===== src/rtl/core/pbc_pkg.sv =====
package pbc_pkg;

    // Default table depth
    localparam int MAX_PARTS_DEF = 16;

    // Field widths
    localparam int OP_W       = 3;
    localparam int PART_W     = 4;
    localparam int WEIGHT_W   = 16;
    localparam int SUM_W      = 32;
    localparam int STATUS_W   = 2;
    localparam int PCOUNT_W   = 5;
    localparam int CFG_IDX_W  = 2;
    localparam int CFG_DATA_W = 32;

    // Register indexes on the configuration port
    localparam logic [CFG_IDX_W-1:0] CFG_LOWER_BOUND = 2'd0;
    localparam logic [CFG_IDX_W-1:0] CFG_PART_COUNT  = 2'd1;

    // Reset values of the configuration registers
    localparam logic [SUM_W-1:0]    LOWER_BOUND_RST = '0;
    localparam logic [PCOUNT_W-1:0] PART_COUNT_RST  = 5'd2;

    // Move status codes
    localparam logic [STATUS_W-1:0] ST_NOT_SATISFIED = 2'd0;
    localparam logic [STATUS_W-1:0] ST_GET_BETTER    = 2'd1;
    localparam logic [STATUS_W-1:0] ST_ALL_SATISFIED = 2'd2;

    // Operation codes; the remaining codes do nothing
    typedef enum logic [OP_W-1:0] {
        OP_CLEAR  = 3'd0,
        OP_ADD    = 3'd1,
        OP_CHECK  = 3'd2,
        OP_COMMIT = 3'd3,
        OP_FINAL  = 3'd4
    } t_op;

    // Sequencer states
    typedef enum logic [2:0] {
        S_IDLE,
        S_READ,
        S_EXEC,
        S_COMMIT2,
        S_SCAN_RD,
        S_SCAN_CMP,
        S_RESP
    } t_state;

    // Commands from the sequencer to the datapath
    typedef struct packed {
        logic load;      // capture a new request
        logic rd_item;   // read the table at source and target
        logic exec;      // apply the operation
        logic wr_src;    // second half of a commit
        logic scan_rd;   // read the table at the scan counter
        logic scan_cmp;  // compare the scanned entry with the bound
        logic res_load;  // load the result register
    } t_dp_cmd;

    // Status from the datapath to the sequencer
    typedef struct packed {
        t_op  op;
        logic same_part;
        logic scan_done;
    } t_dp_sts;

endpackage


===== src/rtl/core/pbc_req_if.sv =====
interface pbc_req_if;
    logic                          valid;
    logic                          ready;
    logic [pbc_pkg::OP_W-1:0]      op;
    logic [pbc_pkg::PART_W-1:0]    src_part;
    logic [pbc_pkg::PART_W-1:0]    dst_part;
    logic [pbc_pkg::WEIGHT_W-1:0]  module_weight;

    modport source (
        output valid, op, src_part, dst_part, module_weight,
        input  ready
    );

    modport sink (
        input  valid, op, src_part, dst_part, module_weight,
        output ready
    );
endinterface


===== src/rtl/core/pbc_rsp_if.sv =====
interface pbc_rsp_if;
    logic                          valid;
    logic                          ready;
    logic [pbc_pkg::STATUS_W-1:0]  move_status;
    logic                          source_ok;
    logic                          all_balanced;

    modport source (
        output valid, move_status, source_ok, all_balanced,
        input  ready
    );

    modport sink (
        input  valid, move_status, source_ok, all_balanced,
        output ready
    );
endinterface


===== src/rtl/core/pbc_ctrl.sv =====
module pbc_ctrl (
    input  logic             i_clk,
    input  logic             i_rst_n,
    input  logic             i_in_valid,
    output logic             o_in_ready,
    output logic             o_out_valid,
    input  logic             i_out_ready,
    input  pbc_pkg::t_dp_sts i_sts,
    output pbc_pkg::t_dp_cmd o_cmd
);

    pbc_pkg::t_state r_state, n_state;
    logic            r_out_valid, n_out_valid;

    // State and result-valid registers
    always_ff @(posedge i_clk) begin
        if (!i_rst_n) begin
            r_state     <= pbc_pkg::S_IDLE;
            r_out_valid <= 1'b0;
        end else begin
            r_state     <= n_state;
            r_out_valid <= n_out_valid;
        end
    end

    // Next state and commands
    always_comb begin
        n_state     = r_state;
        o_cmd       = '0;
        o_in_ready  = 1'b0;
        n_out_valid = r_out_valid && !i_out_ready;
        case (r_state)
            pbc_pkg::S_IDLE: begin
                o_in_ready = 1'b1;
                if (i_in_valid) begin
                    o_cmd.load = 1'b1;
                    n_state    = pbc_pkg::S_READ;
                end
            end
            pbc_pkg::S_READ: begin
                o_cmd.rd_item = 1'b1;
                n_state = (i_sts.op == pbc_pkg::OP_FINAL) ? pbc_pkg::S_SCAN_RD
                                                          : pbc_pkg::S_EXEC;
            end
            pbc_pkg::S_EXEC: begin
                o_cmd.exec = 1'b1;
                // a commit between two distinct partitions needs a second write
                if (i_sts.op == pbc_pkg::OP_COMMIT && !i_sts.same_part) begin
                    n_state = pbc_pkg::S_COMMIT2;
                end else begin
                    n_state = pbc_pkg::S_RESP;
                end
            end
            pbc_pkg::S_COMMIT2: begin
                o_cmd.wr_src = 1'b1;
                n_state      = pbc_pkg::S_RESP;
            end
            pbc_pkg::S_SCAN_RD: begin
                if (i_sts.scan_done) begin
                    n_state = pbc_pkg::S_RESP;
                end else begin
                    o_cmd.scan_rd = 1'b1;
                    n_state       = pbc_pkg::S_SCAN_CMP;
                end
            end
            pbc_pkg::S_SCAN_CMP: begin
                o_cmd.scan_cmp = 1'b1;
                n_state        = pbc_pkg::S_SCAN_RD;
            end
            pbc_pkg::S_RESP: begin
                // wait for the result register to drain
                if (!r_out_valid || i_out_ready) begin
                    o_cmd.res_load = 1'b1;
                    n_out_valid    = 1'b1;
                    n_state        = pbc_pkg::S_IDLE;
                end
            end
            default: begin
                n_state = pbc_pkg::S_IDLE;
            end
        endcase
    end

    assign o_out_valid = r_out_valid;

endmodule


===== src/rtl/core/pbc_datapath.sv =====
module pbc_datapath #(
    parameter int MAX_PARTS = pbc_pkg::MAX_PARTS_DEF
) (
    input  logic                             i_clk,
    input  logic                             i_rst_n,
    input  logic                             i_cfg_we,
    input  logic [pbc_pkg::CFG_IDX_W-1:0]    i_cfg_idx,
    input  logic [pbc_pkg::CFG_DATA_W-1:0]   i_cfg_data,
    input  logic [pbc_pkg::OP_W-1:0]         i_op,
    input  logic [pbc_pkg::PART_W-1:0]       i_src_part,
    input  logic [pbc_pkg::PART_W-1:0]       i_dst_part,
    input  logic [pbc_pkg::WEIGHT_W-1:0]     i_module_weight,
    input  pbc_pkg::t_dp_cmd                 i_cmd,
    output pbc_pkg::t_dp_sts                 o_sts,
    output logic [pbc_pkg::STATUS_W-1:0]     o_move_status,
    output logic                             o_source_ok,
    output logic                             o_all_balanced
);

    localparam int AW = (MAX_PARTS > 1) ? $clog2(MAX_PARTS) : 1;
    localparam int CW = $clog2(MAX_PARTS + 1);
    localparam int SW = pbc_pkg::SUM_W;

    // Configuration registers
    logic [SW-1:0]                  r_lower_bound;
    logic [pbc_pkg::PCOUNT_W-1:0]   r_part_count;

    // Captured request
    pbc_pkg::t_op                   r_op;
    logic [pbc_pkg::PART_W-1:0]     r_src;
    logic [pbc_pkg::PART_W-1:0]     r_dst;
    logic [pbc_pkg::WEIGHT_W-1:0]   r_weight;
    logic [pbc_pkg::WEIGHT_W-1:0]   r_last_weight;

    // Weight table with per-entry valid bits
    logic [SW-1:0]                  r_mem [MAX_PARTS];
    logic [MAX_PARTS-1:0]           r_valid;
    logic [SW-1:0]                  r_rd_a, r_rd_b;
    logic                           r_rd_a_v, r_rd_b_v;

    // Scan and result state
    logic [CW-1:0]                  r_cnt;
    logic                           r_ok;
    logic [pbc_pkg::STATUS_W-1:0]   r_status;
    logic                           r_src_ok;
    logic [pbc_pkg::STATUS_W-1:0]   r_move_status;
    logic                           r_source_ok;
    logic                           r_all_balanced;

    logic              src_in, dst_in;
    logic [AW-1:0]     addr_a, addr_b;
    logic              a_in;
    logic [SW-1:0]     a_val, b_val;
    logic [SW:0]       need, to_sum;
    logic              from_lt, to_lt;
    logic [CW-1:0]     scan_n;
    logic              we;
    logic [AW-1:0]     waddr;
    logic [SW-1:0]     wdata;
    logic              do_clear;

    // Index range checks and read addresses
    assign src_in = int'(r_src) < MAX_PARTS;
    assign dst_in = int'(r_dst) < MAX_PARTS;
    assign addr_a = i_cmd.scan_rd ? r_cnt[AW-1:0] : AW'(r_src);
    assign addr_b = AW'(r_dst);
    assign a_in   = i_cmd.scan_rd ? 1'b1 : src_in;

    // Entries never written since the last clear read as zero
    assign a_val = r_rd_a_v ? r_rd_a : '0;
    assign b_val = r_rd_b_v ? r_rd_b : '0;

    // Bound comparisons at full precision
    assign need    = {1'b0, r_lower_bound} + (SW + 1)'(r_weight);
    assign from_lt = {1'b0, a_val} < need;
    assign to_sum  = {1'b0, b_val} + (SW + 1)'(r_weight);
    assign to_lt   = to_sum < {1'b0, r_lower_bound};

    // Scan length, saturated to the table depth
    assign scan_n = (int'(r_part_count) > MAX_PARTS) ? CW'(MAX_PARTS)
                                                     : CW'(r_part_count);

    // Write port selection
    always_comb begin
        we       = 1'b0;
        waddr    = AW'(r_src);
        wdata    = a_val + SW'(r_weight);
        do_clear = 1'b0;
        if (i_cmd.wr_src) begin
            we    = src_in;
            waddr = AW'(r_src);
            wdata = a_val - SW'(r_last_weight);
        end else if (i_cmd.exec) begin
            case (r_op)
                pbc_pkg::OP_CLEAR: begin
                    do_clear = 1'b1;
                end
                pbc_pkg::OP_ADD: begin
                    we    = src_in;
                    waddr = AW'(r_src);
                    wdata = a_val + SW'(r_weight);
                end
                pbc_pkg::OP_COMMIT: begin
                    // a move within one partition leaves its sum unchanged
                    we    = dst_in && (r_src != r_dst);
                    waddr = AW'(r_dst);
                    wdata = b_val + SW'(r_last_weight);
                end
                default: begin
                    we = 1'b0;
                end
            endcase
        end
    end

    // Configuration writes; unknown indexes are ignored
    always_ff @(posedge i_clk) begin
        if (!i_rst_n) begin
            r_lower_bound <= pbc_pkg::LOWER_BOUND_RST;
            r_part_count  <= pbc_pkg::PART_COUNT_RST;
        end else if (i_cfg_we) begin
            if (i_cfg_idx == pbc_pkg::CFG_LOWER_BOUND) begin
                r_lower_bound <= i_cfg_data[SW-1:0];
            end
            if (i_cfg_idx == pbc_pkg::CFG_PART_COUNT) begin
                r_part_count <= i_cfg_data[pbc_pkg::PCOUNT_W-1:0];
            end
        end
    end

    // Table storage and registered reads
    always_ff @(posedge i_clk) begin
        if (we) begin
            r_mem[waddr] <= wdata;
        end
        if (i_cmd.rd_item || i_cmd.scan_rd) begin
            r_rd_a   <= r_mem[addr_a];
            r_rd_b   <= r_mem[addr_b];
            r_rd_a_v <= a_in && r_valid[addr_a];
            r_rd_b_v <= dst_in && r_valid[addr_b];
        end
    end

    // Valid bits: cleared at reset and by the clear operation
    always_ff @(posedge i_clk) begin
        if (!i_rst_n) begin
            r_valid <= '0;
        end else if (do_clear) begin
            r_valid <= '0;
        end else if (we) begin
            r_valid[waddr] <= 1'b1;
        end
    end

    // Request capture
    always_ff @(posedge i_clk) begin
        if (i_cmd.load) begin
            r_op     <= pbc_pkg::t_op'(i_op);
            r_src    <= i_src_part;
            r_dst    <= i_dst_part;
            r_weight <= i_module_weight;
        end
    end

    // Latched move weight, scan counter and result flags
    always_ff @(posedge i_clk) begin
        if (!i_rst_n) begin
            r_last_weight <= '0;
            r_cnt         <= '0;
            r_ok          <= 1'b1;
            r_status      <= pbc_pkg::ST_NOT_SATISFIED;
            r_src_ok      <= 1'b0;
        end else begin
            if (i_cmd.load) begin
                r_cnt    <= '0;
                r_ok     <= 1'b1;
                r_status <= pbc_pkg::ST_NOT_SATISFIED;
                r_src_ok <= 1'b0;
            end
            if (i_cmd.exec && r_op == pbc_pkg::OP_CHECK) begin
                r_last_weight <= r_weight;
                if (from_lt) begin
                    r_status <= pbc_pkg::ST_NOT_SATISFIED;
                    r_src_ok <= 1'b0;
                end else begin
                    r_status <= to_lt ? pbc_pkg::ST_GET_BETTER : pbc_pkg::ST_ALL_SATISFIED;
                    r_src_ok <= 1'b1;
                end
            end
            if (i_cmd.scan_cmp) begin
                if (a_val < r_lower_bound) begin
                    r_ok <= 1'b0;
                end
                r_cnt <= r_cnt + CW'(1);
            end
        end
    end

    // Result register
    always_ff @(posedge i_clk) begin
        if (i_cmd.res_load) begin
            r_move_status  <= r_status;
            r_source_ok    <= r_src_ok;
            r_all_balanced <= (r_op == pbc_pkg::OP_FINAL) && r_ok;
        end
    end

    assign o_sts.op        = r_op;
    assign o_sts.same_part = (r_src == r_dst);
    assign o_sts.scan_done = (r_cnt >= scan_n);

    assign o_move_status  = r_move_status;
    assign o_source_ok    = r_source_ok;
    assign o_all_balanced = r_all_balanced;

endmodule


===== src/rtl/core/partition_balance_checker_top.sv =====
// Partition balance checker: keeps one 32-bit weight sum per partition (MAX_PARTS
// entries, wrapping modulo 2^32) and answers clear, add, check, commit and final
// requests, one result per request. Requests are handled one at a time. The weight
// table has one write port and registered reads (read, then update); a commit
// between two different partitions needs a second write state, and final reads
// min(part_count, MAX_PARTS) entries one at a time through the same port, each
// read followed by a compare state. A new request is taken while the previous
// result still waits in the output register. Clear and reset empty the table at
// once through per-entry valid bits, so there is no clearing pass. Partition
// indexes at or beyond MAX_PARTS read as zero and are never written. Write the
// configuration registers only while no request is in flight.
module partition_balance_checker_top #(
    parameter int MAX_PARTS = pbc_pkg::MAX_PARTS_DEF
) (
    input  logic                            i_clk,
    input  logic                            i_rst_n,
    input  logic                            i_cfg_we,
    input  logic [pbc_pkg::CFG_IDX_W-1:0]   i_cfg_idx,
    input  logic [pbc_pkg::CFG_DATA_W-1:0]  i_cfg_data,
    pbc_req_if.sink                         i_req,
    pbc_rsp_if.source                       o_rsp
);

    pbc_pkg::t_dp_cmd cmd;
    pbc_pkg::t_dp_sts sts;

    // Sequencer
    pbc_ctrl u_ctrl (
        .i_clk       (i_clk),
        .i_rst_n     (i_rst_n),
        .i_in_valid  (i_req.valid),
        .o_in_ready  (i_req.ready),
        .o_out_valid (o_rsp.valid),
        .i_out_ready (o_rsp.ready),
        .i_sts       (sts),
        .o_cmd       (cmd)
    );

    // Weight table, bound checks and result register
    pbc_datapath #(
        .MAX_PARTS (MAX_PARTS)
    ) u_datapath (
        .i_clk           (i_clk),
        .i_rst_n         (i_rst_n),
        .i_cfg_we        (i_cfg_we),
        .i_cfg_idx       (i_cfg_idx),
        .i_cfg_data      (i_cfg_data),
        .i_op            (i_req.op),
        .i_src_part      (i_req.src_part),
        .i_dst_part      (i_req.dst_part),
        .i_module_weight (i_req.module_weight),
        .i_cmd           (cmd),
        .o_sts           (sts),
        .o_move_status   (o_rsp.move_status),
        .o_source_ok     (o_rsp.source_ok),
        .o_all_balanced  (o_rsp.all_balanced)
    );

    // One request in flight at a time
    a_one_in_flight: assert property (@(posedge i_clk) disable iff (!i_rst_n)
        i_req.valid && i_req.ready |=> !i_req.ready)
        else $error("request accepted while another is in flight");

    // source_ok is set exactly when the status is not not_satisfied
    a_status_consistent: assert property (@(posedge i_clk) disable iff (!i_rst_n)
        o_rsp.valid |-> (o_rsp.source_ok == (o_rsp.move_status != pbc_pkg::ST_NOT_SATISFIED)))
        else $error("move status and source_ok disagree");

    // check and final results never mix
    a_result_exclusive: assert property (@(posedge i_clk) disable iff (!i_rst_n)
        o_rsp.valid |-> !(o_rsp.source_ok && o_rsp.all_balanced))
        else $error("check and final fields both set");

endmodule


===== src/flat_wrapper.sv =====
// flat-port wrapper written by rule: the top's interface ports become plain ports
module partition_balance_checker_top_flat 
#(
    parameter int MAX_PARTS = pbc_pkg::MAX_PARTS_DEF
)
  (i_clk, i_rst_n, i_cfg_we, i_cfg_idx, i_cfg_data, i_req_valid, i_req_op, i_req_src_part, i_req_dst_part, i_req_module_weight, i_req_ready, o_rsp_valid, o_rsp_move_status, o_rsp_source_ok, o_rsp_all_balanced, o_rsp_ready);
  pbc_req_if i_req_i ();
  pbc_rsp_if o_rsp_i ();
  input  logic i_clk;
  input  logic i_rst_n;
  input  logic i_cfg_we;
  input  logic [pbc_pkg::CFG_IDX_W-1:0] i_cfg_idx;
  input  logic [pbc_pkg::CFG_DATA_W-1:0] i_cfg_data;
  input wire logic [$bits(i_req_i.valid)-1:0] i_req_valid;
  input wire logic [$bits(i_req_i.op)-1:0] i_req_op;
  input wire logic [$bits(i_req_i.src_part)-1:0] i_req_src_part;
  input wire logic [$bits(i_req_i.dst_part)-1:0] i_req_dst_part;
  input wire logic [$bits(i_req_i.module_weight)-1:0] i_req_module_weight;
  output wire logic [$bits(i_req_i.ready)-1:0] i_req_ready;
  output wire logic [$bits(o_rsp_i.valid)-1:0] o_rsp_valid;
  output wire logic [$bits(o_rsp_i.move_status)-1:0] o_rsp_move_status;
  output wire logic [$bits(o_rsp_i.source_ok)-1:0] o_rsp_source_ok;
  output wire logic [$bits(o_rsp_i.all_balanced)-1:0] o_rsp_all_balanced;
  input wire logic [$bits(o_rsp_i.ready)-1:0] o_rsp_ready;
  assign i_req_i.valid = i_req_valid;
  assign i_req_i.op = i_req_op;
  assign i_req_i.src_part = i_req_src_part;
  assign i_req_i.dst_part = i_req_dst_part;
  assign i_req_i.module_weight = i_req_module_weight;
  assign i_req_ready = i_req_i.ready;
  assign o_rsp_valid = o_rsp_i.valid;
  assign o_rsp_move_status = o_rsp_i.move_status;
  assign o_rsp_source_ok = o_rsp_i.source_ok;
  assign o_rsp_all_balanced = o_rsp_i.all_balanced;
  assign o_rsp_i.ready = o_rsp_ready;
  partition_balance_checker_top #(.MAX_PARTS(MAX_PARTS)) u_core (.i_clk(i_clk), .i_rst_n(i_rst_n), .i_cfg_we(i_cfg_we), .i_cfg_idx(i_cfg_idx), .i_cfg_data(i_cfg_data), .i_req(i_req_i), .o_rsp(o_rsp_i));
endmodule

===== config.mk =====
export PLATFORM = sky130hd
export DESIGN_NAME = partition_balance_checker_top_flat
export DESIGN_NICKNAME = d
export VERILOG_FILES = /design/src/rtl/core/pbc_pkg.sv /design/src/rtl/core/pbc_req_if.sv /design/src/rtl/core/pbc_rsp_if.sv /design/src/rtl/core/pbc_ctrl.sv /design/src/rtl/core/pbc_datapath.sv /design/src/rtl/core/partition_balance_checker_top.sv /design/src/flat_wrapper.sv
export SDC_FILE = /design/constraint.sdc
export NUM_CORES = 1
export LEC_CHECK = 0
export BUFFER_PORTS_ARGS = -buffer_cell sky130_fd_sc_hd__buf_2
export CORE_ASPECT_RATIO = 1.75
export CORE_MARGIN = 2
export CORE_UTILIZATION = 61
export DETAILED_ROUTE_END_ITERATION = 8
export PLACE_DENSITY = 0.78
export SETUP_SLACK_MARGIN = 0.15
export SKIP_LAST_GASP = 1
export SLEW_MARGIN = 20
export SYNTH_ARGS = -nofsm -noshare
export SYNTH_HDL_FRONTEND = slang
export SYNTH_HIERARCHICAL = 1
export SYNTH_SLANG_ARGS = --single-unit

===== constraint.sdc =====
create_clock -name i_clk -period 6.7 [get_ports i_clk]
set_clock_uncertainty 0.2 [all_clocks]
set_input_delay 0.67 -clock i_clk [delete_from_list [all_inputs] [get_ports i_clk]]
set_output_delay 0.67 -clock i_clk [all_outputs]
set_load 0.005 [all_outputs]

# After elaboration in Yosys (flattened, before gate mapping)
# Memory sizes are Yosys's and may differ from the RTL's. A register that Yosys moved wholly into a read port is not among the register bits.
# Cells that the tools add are included.
# Widths: inputs -> output; s select.
# word_totals
ff_bits	115
ramBits	512
in_bits	66
elab_cells	126
n_memories	1
# memory_table
memory	depth	word_bits	read_ports	rd_ports_with_merged_regs	wr	line	source
u_core.u_datapath.r_mem	16	32	2	2	1	pbc_datapath.sv:36	logic [SW-1:0] r_mem [MAX_PARTS];
# op_classes
add_sub_neg	6
n_lt_le_gt_ge	9
eq_ne	15
mux	55
bitwise_logic	2
n_reduce_logical	19
# op_table
op	count
$mux 32	5
$add 32x16->33	2
$add 32x16->32	2
$lt 32x33->1	1
$lt 33x32->1	1
$lt 32x32->1	1
$sub 32x16->32	1
$mux 1	29
$pmux 3 s7	1
$mux 4	4
$or 16x16->16	1
$lt 4x5->1 const B	3
$mux 5	3
$eq 3x2->1 const B	4
$eq 3x3->1 const B	4
$mux 3	4
$mux 2	5
$bmux 1 s4	2
$eq 3x1->1 const B	2
$logic_not 3->1	2
$reduce_and 2->1	3
$add 5x1->5 const B	1
$ge 5x5->1	1
$gt 5x5->1 const B	1
other kinds (14)	23

# Depth between registers and ports, before layout
# logic_depth
ltp_word	9
ltp_mapped	30

# By module
# Netlist, hierarchy kept.
# by_module_without_submodules
mod	n_inst	cells_each	area_each_um2
pbc_datapath	1	2792	37992.7
pbc_ctrl	1	37	300.3

# Worst setup path after synthesis
# Ideal clock, no wire load.
# synth_timing
path_type	reg2reg
from	register u_core.u_datapath.r_rd_b_v
to	register u_core/u_datapath/r_status[1] (netlist bit)
setup_ps	121
arrival_ps	5437
t_required_ps	6379
path_slack_ps	942
path_stages_with_launch	31
path_buffers	7
period_less_slack_ps	5758
path_cell_list	edfxtp_1 > buf_4 > buf_4 > buf_4 > buf_4 > clkbuf_1 > clkbuf_1 > clkbuf_1 > and2_1 > ha_1 > fa_1 > nor2_1 > o22ai_1 > a22oi_1 > o31ai_1 > o211ai_1 > a221o_1 > a21bo_2 > a21o_1 > nor3_1 > xnor2_1 > ha_1 > a21oi_1 > nor2b_1 > o21ai_0 > o211ai_1 > nor2_1 > o311ai_0 > o221a_2 > nand3_1 > nand3_1
# synth_via
elab_chain_cells	6
# synth_lines
element	line	source
start, declared	pbc_datapath.sv:39	logic r_rd_a_v, r_rd_b_v;
start signal, assigned	pbc_datapath.sv:140	r_rd_b_v <= dst_in && r_valid[addr_b];
$mux 32	pbc_datapath.sv:71	assign b_val = r_rd_b_v ? r_rd_b : '0;
$add 32x16->33	pbc_datapath.sv:76	assign to_sum = {1'b0, b_val} + (SW + 1)'(r_weight);
$lt 33x32->1	pbc_datapath.sv:77	assign to_lt = to_sum < {1'b0, r_lower_bound};
$mux 2	pbc_datapath.sv:186	r_status <= to_lt ? pbc_pkg::ST_GET_BETTER : pbc_pkg::ST_ALL_SATISFIED;
$mux 2	pbc_datapath.sv:182	if (from_lt) begin
$mux 2	pbc_datapath.sv:180	if (i_cmd.exec && r_op == pbc_pkg::OP_CHECK) begin
end signal, assigned	pbc_datapath.sv:177	r_status <= pbc_pkg::ST_NOT_SATISFIED;
end signal, assigned	pbc_datapath.sv:183	r_status <= pbc_pkg::ST_NOT_SATISFIED;
end signal, assigned	pbc_datapath.sv:186	
end, declared	pbc_datapath.sv:44	logic [pbc_pkg::STATUS_W-1:0] r_status;
# Every way passes these cells.
# A chain may end at the register's enable or synchronous reset.

# Worst setup path after layout
# layout_timing
from	register u_core.u_datapath.r_rd_b_v
to	register u_core/u_datapath/r_status[0] (netlist bit)
# The elaborated chain is that of the path after synthesis.

==> out/summary.txt <==
outcome: completed
hold path cells: 3
Slew Limit Fails: 0
routability congestion estimate: 1.01
# fillers: 4,143
share of layout cells above drive strength 1: 20.4%
top cell type's share of synthesized area: 47.8%
die area: 0.0649 sq mm
#FFs+latches synth: 691
switch share: 33.4%
Die Wd: 193 um
HP Class: input port to flip-flop
asr flop ratio synth: 0%
most numerous cell in the Yosys netlist: edfxtp_1
Slew HR: 23.0%
Setup crit start kind: flip-flop
min cycle time layout: 5.59 ns
worst endpoint data arrival time: 5.99 ns
antenna viol nets, final: 0
Starting DRT DRC Count: 3,303
# DRC: 0
Ports: 72
clock sink total: 691
Reg2Reg Depth: 20
post-CTS setup buffer count: 0
routed len/inst: 30.6 um
H-tree depth: 2
Initial Util: 61.5%
number of synthesized flops with an enable pin: 609
initial antenna violation count: 3
Die Height: 335 um
Comb pwr share: 32.7%
Max Clk Rate: 179 MHz
Period Utilization, post-route: 83.5%
sequential fraction of design power: 40.8%
largest net degree at the start of global routing: 88
row count: 121
Seq/Total Area, Yosys: 52.0%
worst reg2reg setup slack: 1.11 ns
critical path data required time: 7.10 ns
leakage: 14.5 nW
area leader, netlist: edfxtp_1
internal power: 9.30 mW
DRT Pass-1 Iters: 5
count of input and output buffers: 71
top cells by count, synth: edfxtp_1, mux4_2, nand2_1
final setup margin: 1.11 ns
GRT Residual Overflow: 0
clock share of power: 26.5%
classification of the worst setup path: flip-flop to flip-flop
Post-Layout Cell Count: 3,757
Setup WS pre-CTS: 1.15 ns
vias post-DR: 27,100
CTS Buffer Depth: 3
critical-path cell list: and2_1, ha_1, a221oi_2, nor3_1, o2bb2ai_1, a211oi_1, nand4_1, o211ai_1, nand3_1, a311o_1, nand2b_1, xor2_1, ha_1, a2111oi_0, o211ai_1, nor2_1, o311ai_0, o221ai_1, nand3_1, o21ai_1
Post-Syn Area: 0.0383 sq mm
# diodes: 0
worst-margin pin slew: 1.13 ns
synth unique cells: 92
dpl cells: 3,617
crit end category: flip-flop
syn avg cell area: 13.5 sq um
Ys Warns: 6
Area contributors post-synth: edfxtp_1, mux4_2, ha_1
Vias/cell: 7.20
Worst path max stage delay: 0.59 ns
Psw: 4.67 mW
RSZ-0062 raised after global routing: false
Pwr Density: 331 mW/mm^2
Area growth syn-to-layout: 10.2%
cells after synthesis: 2,829
Hold Vio Cnt, Final: 0
Root Driver: clkbuf_16
clk_lat worst skew: 0.66 ns
critical path peak fanout: 8
Primary FF master, synth: edfxtp_1
first-pass GRT wire length: 170 mm
Detailed Place HPWL: 75.1 mm
gr usage total: 35.5%
final setup fails: 0
post-layout net count: 3,147
CTS buffer count: 60
VDD IR-drop max: 0.418 mV
Slowest cell on crit path: a311o_1
TritonCTS clock tree: done
clock-pin transition on the worst setup and hold timing paths: 0.08 ns
setup TNS: 0 ns
vias in the first global route: 27,600
Max Cap Viol: 0
syn nets: 3,067
total detailed-routing wirelength: 115 mm
core region area: 0.0622 sq mm
## repair_timing
action,in CTS,in global routing
endpoints found under the hold margin,27,0
hold buffers,27,0
resized for setup,0,0
## worst max-delay path, delay by kind of cell (launching register included)
kind	cells	cell delay (ns)
and+or+nand+nor	7	1.25
xor gates and xnor gates	1	0.08
AOI/OAI and AO/OA	10	3.05
adders and majority gates	2	0.53
DFF	1	0.43
## cells in the final DEF (no fill, tap or decap), types with 51 or more instances in the layout
cell type | Yosys | final
edfxtp_1 | 609 | 609
mux4_2 | 297 | 297
nand2_1 | 294 | 294
ha_1 | 167 | 167
nor2_1 | 135 | 118
a21oi_1 | 107 | 102
xnor2_1 | 87 | 87
inv_1 | 86 | 86
dfxtp_1 | 82 | 82
buf_2 | 17 | 72
buf_4 | 4 | 70
and2_1 | 71 | 70
o21ai_0 | 63 | 63
clkbuf_16 | 0 | 60
nand3_1 | 54 | 54
xor2_1 | 51 | 51
a21boi_0 | 51 | 51
## cell type report
cell class | count | area [sq um] | area share, %
Multi-Input combinational cell | 1897 | 17700 | 41.8
Clock inverter | 45 | 548 | 1.30
Tap cell | 799 | 1000 | 2.37
Sequential cell | 691 | 19900 | 47.2
Inverter | 86 | 323 | 0.765
Clock buffer | 66 | 1520 | 3.61
Timing Repair Buffer | 173 | 1240 | 2.93
## state kept, by name (all words and copies together) (netlist names)
register	cells
u_core/u_datapath/addr_b	4
u_core/u_ctrl/o_out_valid	1
u_core/u_datapath/r_cnt	5
u_core/u_datapath/r_ok	1
u_core/u_datapath/r_src_ok	1
u_core/u_datapath/r_rd_b_v	1
u_core/u_datapath/r_rd_b	32
u_core/u_datapath/o_source_ok	1
u_core/u_datapath/r_mem	512
u_core/u_ctrl/r_state	3
u_core/u_datapath/r_last_weight	16
u_core/u_datapath/r_src	4
u_core/u_datapath/r_lower_bound	32
u_core/u_datapath/r_valid	16
u_core/u_datapath/r_rd_a_v	1
u_core/u_datapath/o_move_status	2
u_core/u_datapath/r_weight	16
u_core/u_datapath/r_op	3
u_core/u_datapath/r_rd_a	32
u_core/u_datapath/r_part_count	5
u_core/u_datapath/o_all_balanced	1
u_core/u_datapath/r_status	2
## through the flow
step / util, % / instance area, sq um / hold WS [ns] / power [mW]
floorplan: - / 38300 / 0.200 / 8.75
global placement: 64.0 / 39800 / 0.258 / 10.0
detailed placement: 64.0 / 39800 / 0.272 / 10.2
CTS: 67.8 / 42200 / 0.0150 / 13.9
global route: 67.8 / 42200 / 0.0557 / 14.5
finish: 67.8 / 42200 / 0.0437 / 14.0
## layer usage
metal / wire length, um / vias up / share of wire, % / global-route usage, %
met3: 11400 / 502 / 10 / 6.19
met1: 36200 / 13300 / 32 / 40.3
met5: 21 / - / 0.018 / 0
met4: 9450 / 4 / 8.2 / 25.7
li1: - / 11200 / - / -
met2: 57700 / 2004 / 50 / 60.7
## cells by family (layout without fill, tap and decap cells)
kind of cell	Yosys count	after routing	share of synthesized area, %
AND/OR/NAND/NOR	765	765	9.62
flip-flops	691	691	52.0
AO/OA/AOI/OAI	505	505	8.99
multiplexers	314	314	17.9
buffers and inverters	241	370	2.48
adder cells (fa/ha/maj)	175	175	5.80
XOR/XNOR	138	138	3.16
## path summary, 6_finish.rpt
path / startpoint / to
hold reg to reg: u_core/u_datapath/r_valid[14] / u_core/u_datapath/r_valid[14]
setup / recovery: u_core/u_datapath/r_rd_b_v / u_core/u_datapath/r_status[0]
setup reg to reg: u_core/u_datapath/r_rd_b_v / u_core/u_datapath/r_status[0]
hold / removal: i_cfg_data[1] / u_core/u_datapath/r_part_count[1]
## power groups by stage
stage	combinational, mW	clock (mW)	sequential, mW
floorplan	3.12	0	5.63
global placement	4.25	0	5.77
detailed placement	4.38	0	5.78
CTS	4.44	3.74	5.69
global route	4.88	3.88	5.71
finish	4.57	3.70	5.70
Power figures use the tool's default switching activity.
